--- src/sprite_quad_vertex_setup_defines.svh ---
// Assertion helpers used by the top-level design file.
`ifndef SPRITE_QUAD_VERTEX_SETUP_DEFINES_SVH
`define SPRITE_QUAD_VERTEX_SETUP_DEFINES_SVH

// The consequent holds in the same cycle as the antecedent.
`define SVS_ASSERT_IMPL(lbl, ante, cons) \
  lbl: assert property (@(posedge clk_i) disable iff (!rst_ni) (ante) |-> (cons)) \
    else $error("assertion failed");

// The consequent holds in the cycle after the antecedent.
`define SVS_ASSERT_NEXT(lbl, ante, cons) \
  lbl: assert property (@(posedge clk_i) disable iff (!rst_ni) (ante) |=> (cons)) \
    else $error("assertion failed");

`endif

--- src/svs_pkg.sv ---
package svs_pkg;

  localparam int CsW   = 18;
  localparam int ZW    = 33;
  localparam int HW    = 31;
  localparam int MulW  = CsW + HW;
  localparam int AccW  = 52;
  localparam int NumW  = 29;
  localparam int DenW  = 14;
  localparam int CordicSteps = 16;

  localparam logic signed [CsW-1:0] CordicStart = 18'sd19898;
  localparam logic [1:0] CfgTexWidth  = 2'd0;
  localparam logic [1:0] CfgTexHeight = 2'd1;
  localparam logic [1:0] LastCorner   = 2'd3;

  typedef struct packed {
    logic signed [15:0] pos_x;
    logic signed [15:0] pos_y;
    logic signed [15:0] scale_x;
    logic signed [15:0] scale_y;
    logic [15:0]        angle;
    logic [11:0]        src_x;
    logic [11:0]        src_y;
    logic [12:0]        src_w;
    logic [12:0]        src_h;
    logic [31:0]        color_rgba;
    logic signed [15:0] flip_pad_x;
    logic signed [15:0] flip_pad_y;
  } svs_in_t;

  typedef struct packed {
    logic signed [15:0] vertex_x;
    logic signed [15:0] vertex_y;
    logic [15:0]        tex_u;
    logic [15:0]        tex_v;
    logic [31:0]        color_out;
    logic [15:0]        vertex_index;
    logic [1:0]         corner;
    logic               last_corner;
  } svs_out_t;

  typedef struct packed {
    logic signed [CsW-1:0] c;
    logic signed [CsW-1:0] s;
  } svs_cs_t;

  typedef enum logic [3:0] {
    ST_IDLE, ST_MHX, ST_MHY, ST_HY, ST_BASE, ST_DSTART, ST_DWAIT, ST_CWAIT,
    ST_P0, ST_P1, ST_P2, ST_P3, ST_SUM, ST_OUT
  } svs_state_e;

  function automatic logic [31:0] atan_turn(input logic [3:0] i);
    logic [31:0] r;
    case (i)
      4'd0:    r = 32'd536870912;
      4'd1:    r = 32'd316933406;
      4'd2:    r = 32'd167458907;
      4'd3:    r = 32'd85004756;
      4'd4:    r = 32'd42667331;
      4'd5:    r = 32'd21354465;
      4'd6:    r = 32'd10679838;
      4'd7:    r = 32'd5340245;
      4'd8:    r = 32'd2670163;
      4'd9:    r = 32'd1335087;
      4'd10:   r = 32'd667544;
      4'd11:   r = 32'd333772;
      4'd12:   r = 32'd166886;
      4'd13:   r = 32'd83443;
      4'd14:   r = 32'd41722;
      4'd15:   r = 32'd20861;
      default: r = 32'd0;
    endcase
    return r;
  endfunction

  function automatic logic signed [15:0] sat16(input logic signed [32:0] v);
    logic signed [15:0] r;
    if (v > 33'sd32767) begin
      r = 16'sh7fff;
    end else if (v < -33'sd32768) begin
      r = 16'sh8000;
    end else begin
      r = v[15:0];
    end
    return r;
  endfunction

  function automatic logic [15:0] satu16(input logic [NumW-1:0] q);
    logic [15:0] r;
    if (q > NumW'(65535)) begin
      r = 16'hffff;
    end else begin
      r = q[15:0];
    end
    return r;
  endfunction

endpackage

--- src/sprite_quad_vertex_setup.sv ---
// Sprite quad vertex setup: one request in, four corner words out.
// Input is stalled while busy: no new sprite is accepted until the last corner is loaded.
// Each sprite runs four 29-step divisions on the shared divider, then the states P0, P1,
// P2, P3, SUM and OUT per corner around the shared multiplier; an output stall holds the
// sequencer in ST_OUT while an output word is still pending.
// Reset clears the sequencer, the vertex counter and sets both texture sizes to 1.
`include "sprite_quad_vertex_setup_defines.svh"

module sprite_quad_vertex_setup #(
  parameter int ANGLE_BITS = 16
) (
  input  logic              clk_i,
  input  logic              rst_ni,
  input  logic              in_valid_i,
  output logic              in_stall_o,
  input  svs_pkg::svs_in_t  in_data_i,
  output logic              out_valid_o,
  input  logic              out_stall_i,
  output svs_pkg::svs_out_t out_data_o,
  input  logic              cfg_valid_i,
  output logic              cfg_ready_o,
  input  logic [1:0]        cfg_index_i,
  input  logic [12:0]       cfg_data_i
);
  import svs_pkg::*;

  svs_state_e state_q, state_d;

  logic [12:0] tex_w_q, tex_h_q;
  logic [15:0] cnt_q;
  logic        accept;

  logic signed [15:0] px_q, py_q, scx_q, scy_q;
  logic [11:0]        sx_q, sy_q;
  logic [12:0]        sw_q, sh_q;
  logic [31:0]        color_q;
  logic signed [18:0] fpx_q, fpy_q;
  logic               empty, fp_zero;

  logic signed [CsW-1:0]  mul_a;
  logic signed [HW-1:0]   mul_b;
  logic signed [MulW-1:0] prod_q;
  logic signed [HW-1:0]   hx_q, hy_q, dx, dy;
  logic signed [AccW-1:0] basex_q, basey_q, accx_q, accy_q, prod_ext;
  logic signed [AccW-1:0] vx_full, vy_full;
  logic signed [31:0]     vx_sh, vy_sh;
  logic signed [32:0]     vx_pad, vy_pad;

  logic [1:0]  k_q, dsel_q;
  logic [15:0] u0_q, u1_q, v0_q, v1_q;
  logic [13:0] edge_val;
  logic [12:0] dsize, dsize_raw;
  logic [NumW-1:0] num, quo;
  logic [DenW-1:0] den;
  logic            div_start, div_done, cordic_done;
  svs_cs_t         cs;

  svs_out_t out_q;
  logic     out_valid_q, slot_free, out_load;

  assign accept      = in_valid_i && !in_stall_o;
  assign in_stall_o  = (state_q != ST_IDLE);
  assign cfg_ready_o = 1'b1;

  always_ff @(posedge clk_i or negedge rst_ni) begin
    if (!rst_ni) begin
      tex_w_q <= 13'd1;
      tex_h_q <= 13'd1;
    end else if (cfg_valid_i && cfg_ready_o) begin
      case (cfg_index_i)
        CfgTexWidth:  tex_w_q <= cfg_data_i;
        CfgTexHeight: tex_h_q <= cfg_data_i;
        default:      ;
      endcase
    end
  end

  assign empty   = (in_data_i.src_x == '0) && (in_data_i.src_y == '0) &&
                   (in_data_i.src_w == '0) && (in_data_i.src_h == '0);
  assign fp_zero = (in_data_i.flip_pad_x == '0) && (in_data_i.flip_pad_y == '0);

  svs_cordic #(.ANGLE_BITS(ANGLE_BITS)) u_cordic (
    .clk_i   (clk_i),
    .rst_ni  (rst_ni),
    .start_i (accept),
    .angle_i (in_data_i.angle),
    .done_o  (cordic_done),
    .cs_o    (cs)
  );

  assign dsize_raw = dsel_q[1] ? tex_h_q : tex_w_q;
  assign dsize     = (dsize_raw == '0) ? 13'd1 : dsize_raw;
  always_comb begin
    case (dsel_q)
      2'd0:    edge_val = 14'(sx_q);
      2'd1:    edge_val = 14'(sx_q) + 14'(sw_q);
      2'd2:    edge_val = 14'(sy_q);
      default: edge_val = 14'(sy_q) + 14'(sh_q);
    endcase
  end
  assign num = {edge_val, 15'b0} + NumW'(dsize);
  assign den = {dsize, 1'b0};

  svs_divider u_div (
    .clk_i   (clk_i),
    .rst_ni  (rst_ni),
    .start_i (div_start),
    .num_i   (num),
    .den_i   (den),
    .done_o  (div_done),
    .quo_o   (quo)
  );

  assign slot_free = !out_valid_q || !out_stall_i;

  always_comb begin
    state_d = state_q;
    case (state_q)
      ST_IDLE:   if (accept) state_d = ST_MHX;
      ST_MHX:    state_d = ST_MHY;
      ST_MHY:    state_d = ST_HY;
      ST_HY:     state_d = ST_BASE;
      ST_BASE:   state_d = ST_DSTART;
      ST_DSTART: state_d = ST_DWAIT;
      ST_DWAIT: begin
        if (div_done) state_d = (dsel_q == 2'd3) ? ST_CWAIT : ST_DSTART;
      end
      ST_CWAIT:  if (cordic_done) state_d = ST_P0;
      ST_P0:     state_d = ST_P1;
      ST_P1:     state_d = ST_P2;
      ST_P2:     state_d = ST_P3;
      ST_P3:     state_d = ST_SUM;
      ST_SUM:    state_d = ST_OUT;
      ST_OUT: begin
        if (slot_free) state_d = (k_q == LastCorner) ? ST_IDLE : ST_P0;
      end
      default:   state_d = ST_IDLE;
    endcase
  end

  assign dx = k_q[0] ? hx_q : -hx_q;
  assign dy = k_q[1] ? hy_q : -hy_q;

  always_comb begin
    mul_a     = cs.c;
    mul_b     = dx;
    div_start = 1'b0;
    out_load  = 1'b0;
    case (state_q)
      ST_MHX: begin
        mul_a = CsW'(scx_q);
        mul_b = HW'(sw_q);
      end
      ST_MHY: begin
        mul_a = CsW'(scy_q);
        mul_b = HW'(sh_q);
      end
      ST_DSTART: div_start = 1'b1;
      ST_P1: begin
        mul_a = cs.s;
        mul_b = dy;
      end
      ST_P2: begin
        mul_a = cs.s;
        mul_b = dx;
      end
      ST_P3: begin
        mul_a = cs.c;
        mul_b = dy;
      end
      ST_OUT:  out_load = slot_free;
      default: ;
    endcase
  end

  always_ff @(posedge clk_i or negedge rst_ni) begin
    if (!rst_ni) begin
      state_q     <= ST_IDLE;
      out_valid_q <= 1'b0;
      cnt_q       <= '0;
      k_q         <= '0;
      dsel_q      <= '0;
    end else begin
      state_q <= state_d;
      if (out_load) begin
        out_valid_q <= 1'b1;
        cnt_q       <= cnt_q + 16'd1;
        k_q         <= k_q + 2'd1;
      end else if (!out_stall_i) begin
        out_valid_q <= 1'b0;
      end
      if (accept) begin
        k_q    <= '0;
        dsel_q <= '0;
      end else if (state_q == ST_DWAIT && div_done) begin
        dsel_q <= dsel_q + 2'd1;
      end
    end
  end

  assign prod_ext = AccW'(prod_q);
  assign vx_full  = basex_q + accx_q;
  assign vy_full  = basey_q + accy_q;
  assign vx_sh    = vx_full[AccW-1:20];
  assign vy_sh    = vy_full[AccW-1:20];
  assign vx_pad   = 33'(vx_sh) + (scx_q[15] ? 33'(fpx_q) : 33'sd0);
  assign vy_pad   = 33'(vy_sh) + (scy_q[15] ? 33'(fpy_q) : 33'sd0);

  always_ff @(posedge clk_i) begin
    if (accept) begin
      px_q    <= in_data_i.pos_x;
      py_q    <= in_data_i.pos_y;
      scx_q   <= in_data_i.scale_x;
      scy_q   <= in_data_i.scale_y;
      sx_q    <= in_data_i.src_x;
      sy_q    <= in_data_i.src_y;
      sw_q    <= empty ? tex_w_q : in_data_i.src_w;
      sh_q    <= empty ? tex_h_q : in_data_i.src_h;
      color_q <= in_data_i.color_rgba;
      fpx_q   <= fp_zero ? signed'({2'b0, tex_w_q, 4'b0}) : 19'(in_data_i.flip_pad_x);
      fpy_q   <= fp_zero ? signed'({2'b0, tex_h_q, 4'b0}) : 19'(in_data_i.flip_pad_y);
    end
    prod_q <= mul_a * mul_b;
    case (state_q)
      ST_MHY:  hx_q <= prod_q[HW-1:0];
      ST_HY:   hy_q <= prod_q[HW-1:0];
      ST_BASE: begin
        basex_q <= (AccW'(px_q) <<< 20) + (AccW'(hx_q) <<< 15) + AccW'(524288);
        basey_q <= (AccW'(py_q) <<< 20) + (AccW'(hy_q) <<< 15) + AccW'(524288);
      end
      ST_DWAIT: begin
        if (div_done) begin
          case (dsel_q)
            2'd0:    u0_q <= satu16(quo);
            2'd1:    u1_q <= satu16(quo);
            2'd2:    v0_q <= satu16(quo);
            default: v1_q <= satu16(quo);
          endcase
        end
      end
      ST_P1:   accx_q <= prod_ext;
      ST_P2:   accx_q <= accx_q + prod_ext;
      ST_P3:   accy_q <= -prod_ext;
      ST_SUM:  accy_q <= accy_q + prod_ext;
      default: ;
    endcase
    if (out_load) begin
      out_q.vertex_x     <= sat16(vx_pad);
      out_q.vertex_y     <= sat16(vy_pad);
      out_q.tex_u        <= k_q[0] ? u1_q : u0_q;
      out_q.tex_v        <= k_q[1] ? v1_q : v0_q;
      out_q.color_out    <= color_q;
      out_q.vertex_index <= cnt_q;
      out_q.corner       <= k_q;
      out_q.last_corner  <= (k_q == LastCorner);
    end
  end

  assign out_valid_o = out_valid_q;
  assign out_data_o  = out_q;

  `SVS_ASSERT_NEXT(a_accept_busy, accept, state_q != ST_IDLE)
  `SVS_ASSERT_NEXT(a_count_step, out_load, cnt_q == $past(cnt_q) + 16'd1)
  `SVS_ASSERT_IMPL(a_last_corner, out_valid_q, out_q.last_corner == (out_q.corner == LastCorner))
  `SVS_ASSERT_IMPL(a_load_slot, out_load, state_q == ST_OUT && slot_free)

endmodule

--- src/svs_cordic.sv ---
module svs_cordic #(
  parameter int ANGLE_BITS = 16
) (
  input  logic            clk_i,
  input  logic            rst_ni,
  input  logic            start_i,
  input  logic [15:0]     angle_i,
  output logic            done_o,
  output svs_pkg::svs_cs_t cs_o
);
  import svs_pkg::*;

  localparam logic [31:0] AngMask = 32'((64'd1 << ANGLE_BITS) - 64'd1);

  logic [31:0]           a32, turn, ar;
  logic                  neg;
  logic signed [CsW-1:0] x_q, y_q, xs, ys;
  logic signed [ZW-1:0]  z_q, at;
  logic [3:0]            i_q;
  logic                  run_q, done_q, neg_q;

  assign a32  = ({16'b0, angle_i} & AngMask) << (32 - ANGLE_BITS);
  assign turn = a32 + 32'h4000_0000;
  assign neg  = turn[31];
  assign ar   = neg ? a32 + 32'h8000_0000 : a32;
  assign xs   = x_q >>> i_q;
  assign ys   = y_q >>> i_q;
  assign at   = ZW'(atan_turn(i_q));

  always_ff @(posedge clk_i or negedge rst_ni) begin
    if (!rst_ni) begin
      run_q  <= 1'b0;
      done_q <= 1'b0;
      i_q    <= '0;
    end else if (start_i) begin
      run_q  <= 1'b1;
      done_q <= 1'b0;
      i_q    <= '0;
    end else if (run_q) begin
      i_q <= i_q + 4'd1;
      if (i_q == 4'(CordicSteps - 1)) begin
        run_q  <= 1'b0;
        done_q <= 1'b1;
      end
    end
  end

  always_ff @(posedge clk_i) begin
    if (start_i) begin
      x_q   <= CordicStart;
      y_q   <= '0;
      z_q   <= ZW'(signed'(ar));
      neg_q <= neg;
    end else if (run_q) begin
      if (!z_q[ZW-1]) begin
        x_q <= x_q - ys;
        y_q <= y_q + xs;
        z_q <= z_q - at;
      end else begin
        x_q <= x_q + ys;
        y_q <= y_q - xs;
        z_q <= z_q + at;
      end
    end
  end

  assign done_o = done_q;
  assign cs_o.c = neg_q ? -x_q : x_q;
  assign cs_o.s = neg_q ? -y_q : y_q;

endmodule

--- src/svs_divider.sv ---
module svs_divider (
  input  logic                     clk_i,
  input  logic                     rst_ni,
  input  logic                     start_i,
  input  logic [svs_pkg::NumW-1:0] num_i,
  input  logic [svs_pkg::DenW-1:0] den_i,
  output logic                     done_o,
  output logic [svs_pkg::NumW-1:0] quo_o
);
  import svs_pkg::*;

  localparam int CntW = $clog2(NumW);

  logic [NumW-1:0] num_q;
  logic [DenW-1:0] rem_q, den_q;
  logic [DenW:0]   trial;
  logic            fits;
  logic [CntW-1:0] cnt_q;
  logic            run_q, done_q;

  assign trial = {rem_q, num_q[NumW-1]};
  assign fits  = trial >= {1'b0, den_q};

  always_ff @(posedge clk_i or negedge rst_ni) begin
    if (!rst_ni) begin
      run_q  <= 1'b0;
      done_q <= 1'b0;
      cnt_q  <= '0;
    end else if (start_i) begin
      run_q  <= 1'b1;
      done_q <= 1'b0;
      cnt_q  <= CntW'(NumW - 1);
    end else if (run_q) begin
      if (cnt_q == '0) begin
        run_q  <= 1'b0;
        done_q <= 1'b1;
      end else begin
        cnt_q <= cnt_q - 1'b1;
      end
    end
  end

  always_ff @(posedge clk_i) begin
    if (start_i) begin
      num_q <= num_i;
      den_q <= den_i;
      rem_q <= '0;
    end else if (run_q) begin
      rem_q <= fits ? DenW'(trial - {1'b0, den_q}) : trial[DenW-1:0];
      num_q <= {num_q[NumW-2:0], fits};
    end
  end

  assign done_o = done_q;
  assign quo_o  = num_q;

endmodule
--- config.mk ---
export PLATFORM = sky130hd
export DESIGN_NAME = sprite_quad_vertex_setup
export DESIGN_NICKNAME = d
export VERILOG_FILES = /design/src/svs_pkg.sv /design/src/sprite_quad_vertex_setup.sv /design/src/svs_cordic.sv /design/src/svs_divider.sv
export VERILOG_INCLUDE_DIRS = /design/src /design/src/src
export SDC_FILE = /design/constraint.sdc
export NUM_CORES = 2
export LEC_CHECK = 0
export ABC_AREA = 1
export BUFFER_PORTS_ARGS = -buffer_cell sky130_fd_sc_hd__buf_2
export CORE_MARGIN = 2
export CORE_UTILIZATION = 60
export CTS_CLUSTER_DIAMETER = 120
export DETAILED_ROUTE_END_ITERATION = 10
export PLACE_DENSITY = 0.78
export SLEW_MARGIN = 5
export SYNTH_ARGS = -nofsm -noshare
export SYNTH_HDL_FRONTEND = slang
export SYNTH_SLANG_ARGS = --single-unit
--- constraint.sdc ---
create_clock -name clk_i -period 10.2 [get_ports clk_i]
set_input_delay 1.02 -clock clk_i [delete_from_list [all_inputs] [get_ports clk_i]]
set_output_delay 1.02 -clock clk_i [all_outputs]
set_load 0.01 [all_outputs]
==> key figures <==
Layout
  • Fill cell total of the finished layout: roughly 11000
  • Utilization after layout: 0.654
  • Top library cells by usage in the layout, fill and taps aside: nand2_1, inv_1, nor2_1
  • Share of post-route cells with drive strength above 1: 0.0730
  • Leading cell type in the layout, fill and taps excluded: nand2_1
  • Area added between synthesis and finish: 7.98%
  • Final Net Count: 11400
  • Diode count: 0

Yosys
  • Complex-gate fraction of the synthesized area: 0.128
  • Main flop type after synthesis: edfxtp_1
  • Distinct cells, synth: 77
  • Synth area leader: edfxtp_1
  • Xor/xnor share of the synthesized area: 0.0428
  • Number of flip-flops and latches in the synthesized netlist: 832
  • Synthesized net count: between 10000 and 15000
  • Synth Area per Inst: around 8 um^2
  • Async set-reset flop share out of synthesis: 0.0769
  • Post-Synth Simple-Gate Area: 0.211
  • Post-synthesis sequential area ratio: 0.301
  • Portion of netlist area occupied by mux cells: 0
  • Syn. warnings: 0
  • Proportion of netlist area held by the largest area contributor: 0.256
  • Post-Syn Area: 78500 um^2
  • Synthesized instance count: 9899
  • Count of flip-flops with a built-in enable after synthesis: ~670
  • Area share of fa/ha/maj cells after synthesis: 0.225
  • Largest family of logic cells by synthesized area: adder cells
  • Largest cells by area after synthesis: edfxtp_1, fa_1, nand2_1

Placement
  • Setup WS pre-CTS: approximately 1.1 ns
  • Final weighted congestion of routability-driven global placement: 1.04
  • Half-perimeter wire length after detailed placement: between 200000 and 250000 um
  • Number of port buffers: 330

Critical path
  • Most frequent CP cell: fa_1
  • Critical path endpoint category: register
  • Crit path kind: reg2reg
  • Worst EP arrival: 9.81 ns
  • Peak per-stage delay on the critical path: around 1.1 ns
  • Required @ worst endpoint: 10.80 ns
  • Critical Path Slowest Stage Cell: inv_1
  • Crit start category: register
  • Worst Path Max Fanout: 29
  • Depth of the worst register-to-register path: 29

Global route
  • Total routing usage reported by global routing: 0.389
  • First-pass GRT wire length: approximately 400000 um
  • Overall overflow remaining after global route: 0
  • Via count of the first global-routing pass: a little under 70000
  • Number of antenna violations at the first check in global routing: 5
  • Pin count of the biggest net entering global routing: 86

STA
  • Relative slew margins: 0.0894
  • Largest clock skew in the final design: 0.0562 ns
  • Portion of the clock cycle consumed by the worst path in the final layout: 0.902
  • Slew @ Worst Pin: approximately 1.4 ns
  • Final worst setup slack: 0.997 ns
  • Shortest period the worst path allows: 9.20 ns
  • Worst Hold Slack: 0.417 ns
  • Count of endpoints failing setup in the final report: 0
  • RSZ-0062 raised after global routing: no
  • Final Hold Violating Endpoints: 0
  • Total negative slack: 0 ns
  • Number of max-slew violations in the final report: 0
  • Upper clock frequency limit: approximately 110 MHz

Drt
  • Post-Route WL: approximately 260000 um
  • Vias post-DR: about 70000
  • Iteration count of the initial detailed-routing pass: 8
  • Iteration-0 DRC count of the detailed router: 8055
  • Avg Vias per Cell: around 5.9
  • Remaining routing DRC violations: 0
  • Per-cell routed wire length: about 22 um
  • Detail Route Antenna Nets: 0

Clocking
  • Number of buffers added for setup after CTS: 0
  • Root Buffer: clkbuf_16
  • Clock tree from TritonCTS: built
  • Largest buffer count on any clock path: 3
  • Clock buffers created by TritonCTS: 91
  • Clk sinks: roughly 830
  • Post-CTS clock slew at the launch and capture registers of the worst setup and hold paths: roughly 0.06 ns
  • Clock insertion delay at the later pin of the skew report: 0.73 ns
  • Post-cts repair resize count: 0
  • Count of hold-fix buffers inserted at cts: 0
  • Count of H-tree levels built during CTS: 3

Run
  • MaxCap Viol Count: 0

Min path
  • Cell count of the worst hold path: 0
  • HP Class: reg2reg

Floorplanning
  • I/O pin total: between 300 and 400
  • Die H: ~370 um
  • Initial Util: 0.606
  • Horizontal die dimension: between 300 and 400 um
  • Die Footprint: 134000 um^2
  • Core area: 130000 um^2
  • Site row count: roughly 130

Status
  • Result of the run: finished, final reports clean
## routing by layer
metal,vias up,track usage,share of wire
met3,764,0.0827,0.11
met1,33600,0.513,0.39
li1,32900,-,-
met4,2,0.181,0.055
met5,-,0,0.000042
met2,3818,0.614,0.45
## registers in the layout, indices dropped and copies added (netlist names), 16 cells and up
signal	cells
out_data_o	115
fpx_q	18
u1_q	16
scy_q	16
v0_q	16
u_cordic.z_q	33
u_cordic.y_q	18
u_div.quo_o	29
scx_q	16
py_q	16
cnt_q	16
v1_q	16
px_q	16
basey_q	33
accx_q	52
color_q	32
accy_q	52
hy_q	31
basex_q	33
prod_q	49
u_cordic.x_q	18
fpy_q	18
hx_q	31
u0_q	16
## synthesized netlist by cell type, drive strengths merged, types with 62 or more instances
cell / number
nand2: 2214
inv: 1616
nor2: 892
a21oi: 700
o21ai: 670
edfxtp: 669
fa: 549
ha: 532
nand3: 490
xor2: 247
xnor2: 137
buf: 121
clkbuf: 119
nor3: 114
dfxtp: 99
nand4: 77
a31oi: 76
dfrtp: 62
## metrics by stage
step	instances	instance area, um^2
detailed placement	11800	81800
floorplan	9899	78500
global route	12000	84800
global placement	11800	81800
finish	12000	84800
CTS	12000	84800
## area by class of cell
type | instances | area [um^2] | area share
timing repair buffer | 398 | 2160 | 0.0255
sequential | 832 | 23700 | 0.279
multi-input combinational | 7207 | 47700 | 0.563
clock inverter | 48 | 468 | 0.00552
tap | 1742 | 2180 | 0.0257
inverter | 1620 | 6090 | 0.0719
clock buffer | 123 | 2490 | 0.0294
## worst paths after layout
path                       slack (ns)               to         from
max                               1.0       prod_q[39]   state_q[3]
min                              0.42   out_data_o[36]  color_q[17]
max reg2reg                       1.0       prod_q[39]   state_q[3]
min reg2reg                      0.42   out_data_o[36]  color_q[17]
max in group asynchronous        9.08      tex_w_q[11]       rst_ni
min in group asynchronous        0.43  u_cordic.i_q[0]       rst_ni
## logic make-up (layout without fill, tap and decap cells)
| kind of cell | after synthesis | count (layout) |
|---|---|---|
| adders and majority gates | 1081 | 1081 |
| DFF | 832 | 832 |
| buffers and inverters | 1860 | 2189 |
| and+or+nand+nor | 3953 | 3953 |
| AOI/OAI and AO/OA | 1788 | 1788 |
| xor gates and xnor gates | 384 | 384 |
| other | 1 | 1 |
## critical path: cells and delay by family (launching register included)
family                     cells  cell delay (ns)
and+or+nand+nor                5             1.24
adders and majority gates      7             3.42
AOI/OAI and AO/OA              9             2.00
DFF                            1             0.41
xor gates and xnor gates       1             0.14
buffers and inverters          7             1.90
Power is left out: the tool's default activity adds up to more than one toggle a clock period on the data nets, which glitch-free logic cannot reach.
